[src/rtl/tmcw_pkg.sv]
// ----------------------------------------------------------------------------
// tmcw_pkg
// Shared types and constants for the text-mode console writer.
// ----------------------------------------------------------------------------
`default_nettype none

package tmcw_pkg;

  // Input field widths
  localparam int unsigned KIND_W = 3;
  localparam int unsigned CHAR_W = 8;
  localparam int unsigned ADDR_FIELD_W = 11;
  localparam int unsigned ATTR_W = 8;
  localparam int unsigned CELL_W = ATTR_W + CHAR_W;

  // Item kinds
  localparam logic [KIND_W-1:0] KIND_PRINT     = 3'd0;
  localparam logic [KIND_W-1:0] KIND_TYPED     = 3'd1;
  localparam logic [KIND_W-1:0] KIND_BACKSPACE = 3'd2;
  localparam logic [KIND_W-1:0] KIND_CLEAR     = 3'd3;
  localparam logic [KIND_W-1:0] KIND_COMMIT    = 3'd4;
  localparam logic [KIND_W-1:0] KIND_READ      = 3'd5;

  // Character and attribute constants
  localparam logic [CHAR_W-1:0] NEWLINE    = 8'h0A;
  localparam logic [CHAR_W-1:0] BLANK      = 8'h20;
  localparam logic [ATTR_W-1:0] RESET_ATTR = 8'h0F;

  // Command queue depth between front and back
  localparam int unsigned QUEUE_DEPTH = 2;

  typedef enum logic [2:0] {
    OP_EMIT,
    OP_BACKSPACE,
    OP_CLEAR,
    OP_READ,
    OP_NONE
  } op_e;

  typedef struct packed {
    op_e                     op;
    logic [CHAR_W-1:0]       ch;
    logic                    newline;
    logic                    typed;
    logic                    commit;
    logic [ADDR_FIELD_W-1:0] addr;
  } cmd_t;

endpackage

`default_nettype wire

[src/rtl/tmcw_front.sv]
// ----------------------------------------------------------------------------
// tmcw_front
// Input handshake and item decode into queue commands.
// ----------------------------------------------------------------------------
`default_nettype none

module tmcw_front (
  input  wire logic                                  in_valid_i,
  output logic                                       in_ready_o,
  input  wire logic [tmcw_pkg::KIND_W-1:0]           kind_i,
  input  wire logic [tmcw_pkg::CHAR_W-1:0]           char_code_i,
  input  wire logic [tmcw_pkg::ADDR_FIELD_W-1:0]     read_address_i,
  input  wire logic                                  busy_i,
  input  wire logic                                  q_full_i,
  output logic                                       push_o,
  output tmcw_pkg::cmd_t                             cmd_o
);

  // No transactions while the store is being initialized.
  assign in_ready_o = !q_full_i && !busy_i;
  assign push_o     = in_valid_i && in_ready_o;

  always_comb begin
    cmd_o.ch      = char_code_i;
    cmd_o.addr    = read_address_i;
    cmd_o.typed   = (kind_i == tmcw_pkg::KIND_TYPED);
    cmd_o.commit  = (kind_i == tmcw_pkg::KIND_COMMIT);
    cmd_o.newline = (kind_i == tmcw_pkg::KIND_COMMIT) ||
                    (char_code_i == tmcw_pkg::NEWLINE);
    unique case (kind_i)
      tmcw_pkg::KIND_PRINT,
      tmcw_pkg::KIND_TYPED,
      tmcw_pkg::KIND_COMMIT:    cmd_o.op = tmcw_pkg::OP_EMIT;
      tmcw_pkg::KIND_BACKSPACE: cmd_o.op = tmcw_pkg::OP_BACKSPACE;
      tmcw_pkg::KIND_CLEAR:     cmd_o.op = tmcw_pkg::OP_CLEAR;
      tmcw_pkg::KIND_READ:      cmd_o.op = tmcw_pkg::OP_READ;
      default:                  cmd_o.op = tmcw_pkg::OP_NONE;
    endcase
  end

endmodule

`default_nettype wire

[config.mk]
export PLATFORM = sky130hd
export DESIGN_NAME = tmcw_front
export DESIGN_NICKNAME = d
export VERILOG_FILES = /design/src/rtl/tmcw_pkg.sv /design/src/rtl/tmcw_front.sv
export SDC_FILE = /design/constraint.sdc
export NUM_CORES = 1
export LEC_CHECK = 0
export ABC_AREA = 1
export ABC_CLOCK_PERIOD_IN_PS = 800
export BUFFER_PORTS_ARGS = -buffer_cell sky130_fd_sc_hd__buf_2
export CAP_MARGIN = 20
export CORE_AREA = 4 4 41 43
export DETAILED_ROUTE_END_ITERATION = 8
export DIE_AREA = 0 0 45 47
export MAX_ROUTING_LAYER = met4
export PLACE_DENSITY = 0.69
export SYNTH_ARGS = -nofsm -noshare
export SYNTH_HDL_FRONTEND = slang
export SYNTH_SLANG_ARGS = --single-unit
[constraint.sdc]
create_clock -name vclk -period 0.8
set_input_delay 0.04 -clock vclk [all_inputs]
set_output_delay 0.04 -clock vclk [all_outputs]
set_load 0.1 [all_outputs]
**Yosys cells after proc, flatten, opt, wreduce, memory -nomap -nowiden**

Index checks and enable logic that the tools add are counted.

- Flip-flop bits (word level): 0
- Bits of input ports: 25
- Output and inout port bits: 27
- Word-level logic and storage cells: 14

- Equal/unequal tests: 6
- Muxes and demuxes: 1
- Reduce and logical (&&, ||, !) cells: 7

Operator list:

| operator | count |
|---|---|
| 3-bit case mux with 4 select lines | 1 |
| 8-bit by 4-bit equality test with 1-bit output (second input constant) | 1 |
| 3-bit by 2-bit equality test with 1-bit output (second input constant) | 2 |
| 3-bit equality test (second input constant) | 2 |
| 3-bit by 1-bit equality test with 1-bit output (second input constant) | 1 |
| 3-bit logical NOT | 1 |
| 3-bit OR reduction | 1 |
| 1-bit logical AND | 2 |
| 1-bit logical NOT | 2 |
| 1-bit logical OR | 1 |

**Longest topological paths before layout**

- Word-level depth: 3
- Gate-level depth with buffers: 5
- Depth with buffers taken out: 5

**Worst setup path before layout**

Ideal clock, no wire load.

- Path type: input to output
- Start: input port kind_i[1] (netlist bit)
- End: output port cmd_o[23] (netlist bit)
- Arrival: 2.264 ns
- Required time: 0.760 ns
- Setup slack: -1.504 ns
- Stages: 3
- Buffers on the path: 0
- Path through: inv_1 -> nand2_1 -> o21ai_0

RTL lines:

| item | line | RTL |
|---|---|---|
| from (decl) | tmcw_front.sv:10 | `input wire logic [tmcw_pkg::KIND_W-1:0] kind_i,` |
| to (decl) | tmcw_front.sv:16 | `output tmcw_pkg::cmd_t cmd_o` |

==> summary.md <==
| Metric | Value |
|---|---|
| Layout cell share with drive strength beyond 1 | 0.742 |
| Core box area | 1300 um2 |
| Setup-failing EPs final | 0 |
| Post-Synthesis Cells | approximately 50 |
| Max cap viols | 0 |
| Worst-Margin Slew | about 180 ps |
| Post-Syn Area | 263 um2 |
| Setup CP Type | in2out |
| Seq Cell Count | 0 |
| Final Hold Viols | 0 |
| Crit end category | primary output |
| Buffers on Ports | 30 |
| Peak VDD IR | about 0.00045 V |
| Post-Place Setup Slack | -14.2 ps |
| Rel. slew slack | 0.878 |
| Static Leak | 0.309 nW |
| Fmax | approximately 1300 MHz |
| Aggregate global routing overflow | 0 |
| Drt wl/cell | about 9.4 um |
| Num rows | 13 |
| Syn Area/Cell | about 5.4 um2 |
| Vias | ~300 |
| Arr. time, crit path | between 700 and 800 ps |
| Post-Layout Cell Count | 77 |
| Largest net degree at the start of global routing | 5 |
| Hold crit path type | in2out |
| Status | completed |
| Sw power | about 0.43 mW |
| IO Count | 52 |
| Register Area | 0 um2 |
| Initial Util | 0.202 |
| Final Instance Area | 619 um2 |
| Yosys Warn Count | 0 |
| Ant. Diodes | 0 |
| Final WL | between 700 and 800 um |
| Tot GR Track Use | 0.0739 |
| Die width | 45 um |
| # hold bufs at CTS | 0 |
| Crit Path Max Fanout | 3 |
| Antenna-violating nets left | 0 |
| Clock Buffer Count | 0 |
| Unique masters post-synth | 7 |
| Setup ws final | between 40 and 50 ps |
| DRT iter0 DRCs | 0 |
| Placed cell count | 77 |
| Proportion of power drawn by the clock network | 0 |
| Fillers | ~130 |
| GP Congestion | around 0.7 |
| Vias in the first global route | a little over 300 |
| RSZ-0062 raised after global routing | no |
| Hpwl dp | between 700 and 800 um |
| Tmin final | about 760 ps |
| Period utilization | 0.945 |
| Overall power | about 0.65 mW |
| First-pass GRT wire length | around 1200 um |
| Die H | between 40 and 50 um |
| Setup bufs post-CTS | 0 |
| Mean number of vias per cell | about 3.9 |
| Worst path required time | approximately 760 ps |
| Fin. max-slew vios | 0 |
| PwrDens | about 1100 nW/um2 |
| Synth-to-Final Area Change | 136% |
| Cell Area, Placed | between 600 and 700 um2 |
| Seq/Total Area, Yosys | 0 |
| Sw Share | 0.656 |
| Setup crit start kind | input pin |
| Initial antenna violation count | 0 |
| # DRC | 0 |
| Post-Syn Nets | between 70 and 80 |
| Fraction of power consumed by sequential logic | 0 |
| Die ar. | about 2100 um2 |
| Comb pwr share | 1.000 |
| Fin nets | between 80 and 90 |
| Int Power | roughly 0.23 mW |
| First-pass DRT Iterations | 1 |
==> routing by layer <==
| layer | wire [um] | part of all wire | global-route usage | vias to the layer above |
|---|---|---|---|---|
| li1 | - | - | - | 148 |
| met1 | 185 | 0.26 | 0.0652 | 127 |
| met2 | 411 | 0.57 | 0.158 | 20 |
| met3 | 125 | 0.17 | 0.0115 | 2 |
| met4 | 2 | 0.0028 | 0.0175 | 0 |
| met5 | 0 | 0 | - | - |
==> power groups by stage <==
stage	clock, mW	combinational (mW)	sequential [mW]
floorplan	0	0.676	0
global placement	0	0.646	0
detailed placement	0	0.653	0
CTS	0	0.654	0
global route	0	0.676	0
finish	0	0.654	0
==> repair_timing <==
item / 4_1_cts / 5_1_grt
setup endpoints to repair: 1 / 3
gates resized for setup: 1 / 3
pin swaps: 0 / 2
==> placed cells by master, fill, tap and decap left out, types with 2 or more instances in the layout <==
| master | instances |
|---|---|
| nor2_4 | 3 |
| buf_12 | 16 |
| inv_1 | 6 |
| inv_2 | 2 |
| nand2_2 | 3 |
| nor2_1 | 3 |
| buf_4 | 2 |
| nand2_1 | 5 |
| nand2_4 | 2 |
| clkinvlp_4 | 2 |
| buf_2 | 14 |
==> worst max-delay path, cell delays in order <==
cell and delay, ps:
buf_2 120, nor2_1 170, nand2_2 110, nand2_2 100
buf_12 170
==> path summary, 6_finish.rpt <==
path,startpoint,endpoint,slack (ps),depth (start not counted)
max,kind_i[1],cmd_o[13],40,5
min,read_address_i[10],cmd_o[10],80,0
==> cells in the mapped netlist <==
library cell | count | area [um2]
buf_4 | 19 | 143
nor2_1 | 6 | 22.5
nor3b_1 | 1 | 7.51
nand2_1 | 10 | 37.5
nand3_1 | 1 | 5.00
o21ai_0 | 2 | 10.0
inv_1 | 10 | 37.5
==> cell families after synthesis <==
| group | after synthesis | synth area share |
|---|---|---|
| buffers and inverters | 29 | 0.686 |
| AND/OR/NAND/NOR | 18 | 0.276 |
| AO/OA/AOI/OAI | 2 | 0.0381 |
==> layout make-up <==
cell class | count | area, um2 | share of cell area
Multi-Input combinational cell | 20 | 150 | 0.242
Tap cell | 15 | 18.8 | 0.0303
Timing Repair Buffer | 32 | 405 | 0.655
Inverter | 10 | 45.0 | 0.0727
==> through the flow <==
| step | hold WS (ps) | util | setup TNS (ps) |
|---|---|---|---|
| global placement | 80.7 | 0.470 | 0 |
| CTS | 80.7 | 0.470 | 0 |
| finish | 80.0 | 0.476 | 0 |
| detailed placement | 80.7 | 0.470 | -14.2 |
| floorplan | 176 | - | -156 |
| global route | 80.1 | 0.476 | 0 |
Power figures use the tool's default switching activity.
