===== config.mk =====
export PLATFORM = sky130hd
export DESIGN_NAME = tmcw_fifo
export DESIGN_NICKNAME = d
export VERILOG_FILES = /design/src/rtl/tmcw_pkg.sv /design/src/rtl/tmcw_fifo.sv
export SDC_FILE = /design/constraint.sdc
export NUM_CORES = 1
export LEC_CHECK = 0
export BUFFER_PORTS_ARGS = -buffer_cell sky130_fd_sc_hd__clkbuf_2
export CELL_PAD_IN_SITES_DETAIL_PLACEMENT = 0
export CELL_PAD_IN_SITES_GLOBAL_PLACEMENT = 1
export CORE_ASPECT_RATIO = 0.9
export CORE_MARGIN = 2
export CORE_UTILIZATION = 40
export CTS_CLUSTER_DIAMETER = 50
export DETAILED_ROUTE_END_ITERATION = 6
export PLACE_DENSITY = 0.76
export SETUP_SLACK_MARGIN = 0.3
export SLEW_MARGIN = 20
export SYNTH_ARGS = -nofsm -noshare
export SYNTH_HDL_FRONTEND = slang
export SYNTH_SLANG_ARGS = --single-unit
export TNS_END_PERCENT = 1

===== constraint.sdc =====
create_clock -name clk_i -period 1.5 [get_ports clk_i]
set_clock_uncertainty 0.05 [all_clocks]
set_input_delay 0.225 -clock clk_i [delete_from_list [all_inputs] [get_ports clk_i]]
set_output_delay 0.225 -clock clk_i [all_outputs]
set_load 0.01 [all_outputs]

===== src/rtl/tmcw_pkg.sv =====
// ----------------------------------------------------------------------------
// tmcw_pkg
// Shared types and constants for the text-mode console writer.
// ----------------------------------------------------------------------------
`default_nettype none

package tmcw_pkg;

  // Input field widths
  localparam int unsigned KIND_W = 3;
  localparam int unsigned CHAR_W = 8;
  localparam int unsigned ADDR_FIELD_W = 11;
  localparam int unsigned ATTR_W = 8;
  localparam int unsigned CELL_W = ATTR_W + CHAR_W;

  // Item kinds
  localparam logic [KIND_W-1:0] KIND_PRINT     = 3'd0;
  localparam logic [KIND_W-1:0] KIND_TYPED     = 3'd1;
  localparam logic [KIND_W-1:0] KIND_BACKSPACE = 3'd2;
  localparam logic [KIND_W-1:0] KIND_CLEAR     = 3'd3;
  localparam logic [KIND_W-1:0] KIND_COMMIT    = 3'd4;
  localparam logic [KIND_W-1:0] KIND_READ      = 3'd5;

  // Character and attribute constants
  localparam logic [CHAR_W-1:0] NEWLINE    = 8'h0A;
  localparam logic [CHAR_W-1:0] BLANK      = 8'h20;
  localparam logic [ATTR_W-1:0] RESET_ATTR = 8'h0F;

  // Command queue depth between front and back
  localparam int unsigned QUEUE_DEPTH = 2;

  typedef enum logic [2:0] {
    OP_EMIT,
    OP_BACKSPACE,
    OP_CLEAR,
    OP_READ,
    OP_NONE
  } op_e;

  typedef struct packed {
    op_e                     op;
    logic [CHAR_W-1:0]       ch;
    logic                    newline;
    logic                    typed;
    logic                    commit;
    logic [ADDR_FIELD_W-1:0] addr;
  } cmd_t;

endpackage

`default_nettype wire


===== src/rtl/tmcw_fifo.sv =====
// ----------------------------------------------------------------------------
// tmcw_fifo
// Short command queue that decouples the decoder from the executor.
// ----------------------------------------------------------------------------
`default_nettype none

module tmcw_fifo #(
  parameter int unsigned WIDTH = 8
) (
  input  wire logic             clk_i,
  input  wire logic             rst_ni,
  input  wire logic             push_i,
  input  wire logic [WIDTH-1:0] data_i,
  output logic                  full_o,
  input  wire logic             pop_i,
  output logic      [WIDTH-1:0] data_o,
  output logic                  valid_o
);

  localparam int unsigned DEPTH = tmcw_pkg::QUEUE_DEPTH;
  localparam int unsigned PW = (DEPTH > 1) ? $clog2(DEPTH) : 1;
  localparam int unsigned NW = $clog2(DEPTH + 1);

  logic [WIDTH-1:0] mem_q [DEPTH];
  logic [PW-1:0]    wptr_q, wptr_d, rptr_q, rptr_d;
  logic [NW-1:0]    count_q, count_d;

  assign full_o  = (count_q == NW'(DEPTH));
  assign valid_o = (count_q != '0);
  assign data_o  = mem_q[rptr_q];

  always_comb begin
    wptr_d  = wptr_q;
    rptr_d  = rptr_q;
    count_d = count_q;
    if (push_i) begin
      wptr_d = (wptr_q == PW'(DEPTH - 1)) ? '0 : wptr_q + 1'b1;
    end
    if (pop_i) begin
      rptr_d = (rptr_q == PW'(DEPTH - 1)) ? '0 : rptr_q + 1'b1;
    end
    if (push_i && !pop_i) begin
      count_d = count_q + 1'b1;
    end else if (pop_i && !push_i) begin
      count_d = count_q - 1'b1;
    end
  end

  always_ff @(posedge clk_i or negedge rst_ni) begin
    if (!rst_ni) begin
      wptr_q  <= '0;
      rptr_q  <= '0;
      count_q <= '0;
    end else begin
      wptr_q  <= wptr_d;
      rptr_q  <= rptr_d;
      count_q <= count_d;
    end
  end

  always_ff @(posedge clk_i) begin
    if (push_i) begin
      mem_q[wptr_q] <= data_i;
    end
  end

`ifndef ASSERT_OFF
  a_count_bound: assert property (@(posedge clk_i) disable iff (!rst_ni)
    count_q <= NW'(DEPTH))
    else $error("queue occupancy above depth");
`endif

endmodule

`default_nettype wire


-- After elaboration in Yosys (flattened, before gate mapping)
Memories as Yosys holds them, arrays and structs flattened.
Cells that the tools add are included.
- add/subtract/negate cells: 4
- divide/modulo/power cells: 0
- shift-type cells: 0
- reduce and logical (&&, ||, !) cells: 6
- $lt $le $gt $ge: 0
- equality and inequality tests: 1
- bitwise operators: 0
- $mul: 0
- mux-type cells: 6
- operators by type and width (operator ; count):
    two-way mux 1 bit ; 4
    two-way mux 2 bit ; 2
    nonzero test 2 bit ; 2
    adder 1 bit, second input constant ; 2
    adder 2 x 1 -> 2 bit, second input constant ; 1
    equality test 2 bit, second input constant ; 1
    logical AND 1 bit ; 2
    zero test 1 bit ; 2
    subtractor 2 x 1 -> 2 bit, second input constant ; 1
- register bits after elaboration: 4
- bits in latches: 0
- memories kept: 1
- output and inout bits: 10
- bits in writable memories: 16
- bits in read-only memories: 0
- word-level logic and storage cells: 21
- bits of input ports: 12
- memory list (memory ; words ; width ; rd ports ; clocked after Yosys merged registers in ; write ports ; line ; text):
    mem_q ; 2 ; 8 ; 1 ; 0 ; 1 ; tmcw_fifo.sv:24 ; logic [WIDTH-1:0] mem_q [DEPTH];

-- Depth between registers and ports, before layout
- depth in word-level cells: 4
- mapped depth: 5
- depth with buffers taken out: 5

-- Worst setup path before layout
No wires, ideal clock.
- path type: flip-flop to flip-flop
- from: register wptr_q
- to: memory mem_q[0][0] (enable)
- path buffers: 0
- slack: 0.288 ns
- setup time: 0.373 ns
- cell stages (with the launch flop): 2
- arrival time: 0.789 ns
- data required time: 1.077 ns
- clock period less this slack: 1.212 ns
- path through: dfrtp_1 -> nor2b_1
- RTL lines (element ; line ; text):
    start, declared ; tmcw_fifo.sv:25 ; logic [PW-1:0] wptr_q, wptr_d, rptr_q, rptr_d;
    start signal, assigned ; tmcw_fifo.sv:55 ; wptr_q <= wptr_d;
    end, declared ; tmcw_fifo.sv:24 ;
Straight into the memory's write port.

-- Final worst setup path
- from: register rptr_q
- to: output data_o[6]
- longest elaborated chain between the ends: 1
- RTL lines (element ; line ; text):
    start, declared ; tmcw_fifo.sv:25 ;
    start signal, assigned ; tmcw_fifo.sv:56 ; rptr_q <= rptr_d;
    memory (2 x 8 bit) ; -- ;
    end, declared ; tmcw_fifo.sv:16 ; output logic [WIDTH-1:0] data_o,
Every way passes these cells.

==> impl_metrics.env <==
export IMPL_finalHoldViolCount=0
export IMPL_pin_count=22
export IMPL_layout_cells_sized_above_1_pct=58.8
export IMPL_core_rowCount=15
export IMPL_crit_slowest_cell="sky130_fd_sc_hd__dfrtp_2"
export IMPL_detail_route_first_pass_iterations=1
export IMPL_clk_transition_reported_paths_ps=110
export IMPL_power_combinational_fraction_pct=36.1
export IMPL_worstSkewPairLatency_ps=290
export IMPL_total_track_usage_pct=11.1
export IMPL_violations="negative setup slack"
export IMPL_die_width_um=50.3
export IMPL_timing_critical_path_from_type="flip-flop"
export IMPL_ir_worst_vdd_mv=0.849
export IMPL_post_drt_wl_per_cell_um=12.2
export IMPL_synth_top_cells_by_area="sky130_fd_sc_hd__edfxtp_1 (62%), sky130_fd_sc_hd__dfrtp_1 (13%), sky130_fd_sc_hd__mux2_2 (12%), sky130_fd_sc_hd__xor2_1 (4.5%), sky130_fd_sc_hd__ha_1 (1.6%)"
export IMPL_post_route_period_util_pct=104
export IMPL_timing_critical_path_arrival_ps=1280
export IMPL_critical_path_class="reg -> out"
export IMPL_route_detailed_vias_per_inst=4.40
export IMPL_yosysSeqAreaShare_pct=75.1
export IMPL_power_frac_seq_pct=46.9
export IMPL_netlist_area_leader_share_pct=62.1
export IMPL_grt_max_degree=12
export IMPL_cpMostUsedCell="sky130_fd_sc_hd__buf_6"
export IMPL_antenna_cells_inserted=0
export IMPL_tritoncts="yes"
export IMPL_synth_warning_count=0
export IMPL_core_utilization_of_the_finished_layout_pct=53.4
export IMPL_register_area_um2=582
export IMPL_fp_coreArea_um2=1880
export IMPL_report_power_total_w=0.00178
export IMPL_wire_length_of_the_first_global_routing_pass_mm=1.74
export IMPL_tns_ps=-330
export IMPL_netSwitchingPower_w=0.000508
export IMPL_rsz0062_at_grt="true"
export IMPL_count_of_buffers_inserted_at_the_top_level_ports=21
export IMPL_share_clk_of_total_power_pct=17.1
export IMPL_cts_htree_levels=1
export IMPL_layout_filler_cells=168
export IMPL_detail_route_wirelength_mm=1.13
export IMPL_post_route_min_period_ps=1560
export IMPL_power_leakage_nw=0.417
export IMPL_achievable_frequency_ghz=0.642
export IMPL_overflow=0
export IMPL_drt_iter0_drc=0
export IMPL_dp_final_hpwl_um=768
export IMPL_finalWeightedCongestion=0.637
export IMPL_dp_worst_setup_slack_ps=159
export IMPL_detail_route_antenna_nets=0
export IMPL_layout_setup_ws_ps=-57.8
export IMPL_grt_antenna_before_repair=0
export IMPL_worstSetupEndpointType="output port"
export IMPL_power_share_switching_pct=28.5
export IMPL_netlist_area_um2=773
export IMPL_post_dp_cell_area_um2=901
export IMPL_post_route_design_area_um2=1000
export IMPL_drc=0
export IMPL_synth_net_count=54
export IMPL_critical_path_cell_chain="buf_6 > mux2_4 > buf_6"
export IMPL_total_power_density_per_cell_area_nw_per_um2=1780
export IMPL_fp_dieArea_um2=2300
export IMPL_timing_slew_headroom_pct=83.2
export IMPL_cts_root_to_sink_buffers=2
export IMPL_post_synth_num_cell_types=13
export IMPL_cts_root_buffer="sky130_fd_sc_hd__clkbuf_4"
export IMPL_synth_largest_area_cell="sky130_fd_sc_hd__edfxtp_1"
export IMPL_power_internal_w=0.00127
export IMPL_syn_area_per_cell_um2=18.9
export IMPL_max_slew_worst_pin_slew_ps=251
export IMPL_num_vias=409
export IMPL_status="finished, violations left"
export IMPL_syn_inst=41
export IMPL_worstPathRequired_ps=1220
export IMPL_critical_path_peak_fanout=5
export IMPL_cts_num_sinks=20
export IMPL_die_height_um=45.7
export IMPL_finalMaxSlewViolations=0
export IMPL_nets=82
export IMPL_first_global_vias=391
export IMPL_largest_stage_delay_on_the_critical_path_ps=440
export IMPL_cap_violations=0
export IMPL_initial_utilization_pct=41.2
export IMPL_hold_class="in -> reg"
export IMPL_setup_violations=8
export IMPL_area_growth_synth_to_final_pct=29.6
export IMPL_cts_inserted_buffers=3
export IMPL_area_taken_by_multi_input_logic_gates_um2=193
export IMPL_yosys_register_bits=20
==> cell usage in the layout, fill, tap and decap left out <==
cell type and n:
sky130_fd_sc_hd__clkbuf_2 18, sky130_fd_sc_hd__edfxtp_1 16, sky130_fd_sc_hd__mux2_2 7, sky130_fd_sc_hd__buf_6 5, sky130_fd_sc_hd__xor2_1 4, sky130_fd_sc_hd__clkbuf_4 3, sky130_fd_sc_hd__dfrtp_1 3, sky130_fd_sc_hd__mux2_4 1
sky130_fd_sc_hd__or2_4 1, sky130_fd_sc_hd__and2b_2 1, sky130_fd_sc_hd__and2_2 1, sky130_fd_sc_hd__nor2b_4 1, sky130_fd_sc_hd__xnor2_1 1, sky130_fd_sc_hd__nor2_1 1, sky130_fd_sc_hd__inv_1 1, sky130_fd_sc_hd__ha_1 1
sky130_fd_sc_hd__clkbuf_8 1, sky130_fd_sc_hd__dlygate4sd3_1 1, sky130_fd_sc_hd__dfrtp_2 1
==> timing repair <==
item | in CTS | in global routing
buffers inserted | 2 | 0
hold buffers | 1 | 0
resized for setup | 6 | 8
setup endpoints to repair | 22 | 10
endpoints found under the hold margin | 4 | 0
pin swaps | 1 | 1
==> cells by family (layout without fill, tap and decap cells) <==
group	count (synthesis)	count (layout)	synth area share [%]
DFF	20	20	75.1
adders and majority gates	1	1	1.62
xor gates and xnor gates	5	5	5.66
and+or+nand+nor	5	5	4.05
buffers and inverters	2	29	1.94
muxes	8	8	11.7
==> power groups by stage <==
stage	Sequential [W]	Combinational (W)	Clock, W
after floorplan	0.000815	0.000372	0
after global placement	0.000865	0.000464	0
after detailed placement	0.000872	0.000464	0
after CTS	0.000828	0.000579	0.000316
after global routing	0.000848	0.000693	0.000342
final	0.000835	0.000642	0.000304
==> cell usage after synthesis <==
cell                        n
sky130_fd_sc_hd__and2_1     1
sky130_fd_sc_hd__xor2_1     4
sky130_fd_sc_hd__edfxtp_1  16
sky130_fd_sc_hd__ha_1       1
sky130_fd_sc_hd__inv_1      1
sky130_fd_sc_hd__buf_6      1
sky130_fd_sc_hd__xnor2_1    1
sky130_fd_sc_hd__nor2_1     1
sky130_fd_sc_hd__mux2_2     8
sky130_fd_sc_hd__nor2b_1    1
sky130_fd_sc_hd__and2b_2    1
sky130_fd_sc_hd__or2_2      1
sky130_fd_sc_hd__dfrtp_1    4
==> stage by stage <==
step / hold slack [ps] / std cells
floorplan: -121 / 41
global placement: -10.2 / 86
detailed placement: -11.9 / 86
CTS: 44.5 / 93
global route: 40.7 / 93
finish: 63.5 / 93
==> worst max-delay path: cells and delay by family, from the launching register on <==
| family | cells | cell delay [ps] |
|---|---|---|
| DFF | 1 | 440 |
| buffers and inverters | 2 | 260 |
| muxes | 1 | 300 |
==> per-layer routing <==
layer | share of wire, % | wire (um) | up-vias | track usage (%)
li1 | - | - | 202 | -
met5 | 0 | 0 | - | 0
met2 | 56 | 633 | 7 | 17.4
met1 | 40 | 450 | 200 | 13.3
met3 | 4.3 | 49 | 0 | 3.29
met4 | 0 | 0 | 0 | 8.11
==> path summary, 6_finish.rpt <==
path / startpoint / endpoint / slack [ps] / depth (start not counted)
setup / recovery: rptr_q / data_o[6] / -60 / 3
hold / removal: data_i[3] / mem_q[0][3] / 60 / 1
setup reg to reg: wptr_q / mem_q[1][6] / 400 / 1
hold reg to reg: count_q[1] / count_q[1] / 450 / 1
max in group asynchronous: rst_ni / rptr_q / 1060 / 2
min in group asynchronous: rst_ni / count_q[1] / 200 / 2
==> sequential cells by signal, summed over array words and instances, names as in the netlist <==
signal   cells
count_q      2
mem_q       16
rptr_q       1
wptr_q       1
==> final cells by class <==
class	count	share of cell area [%]
clock buffer	4	3.62
inverter	1	0.375
multi-input combinational	19	19.2
sequential	20	58.1
tap	25	3.12
timing repair buffer	24	15.6
Note: power is estimated with default switching activity, not from simulation.
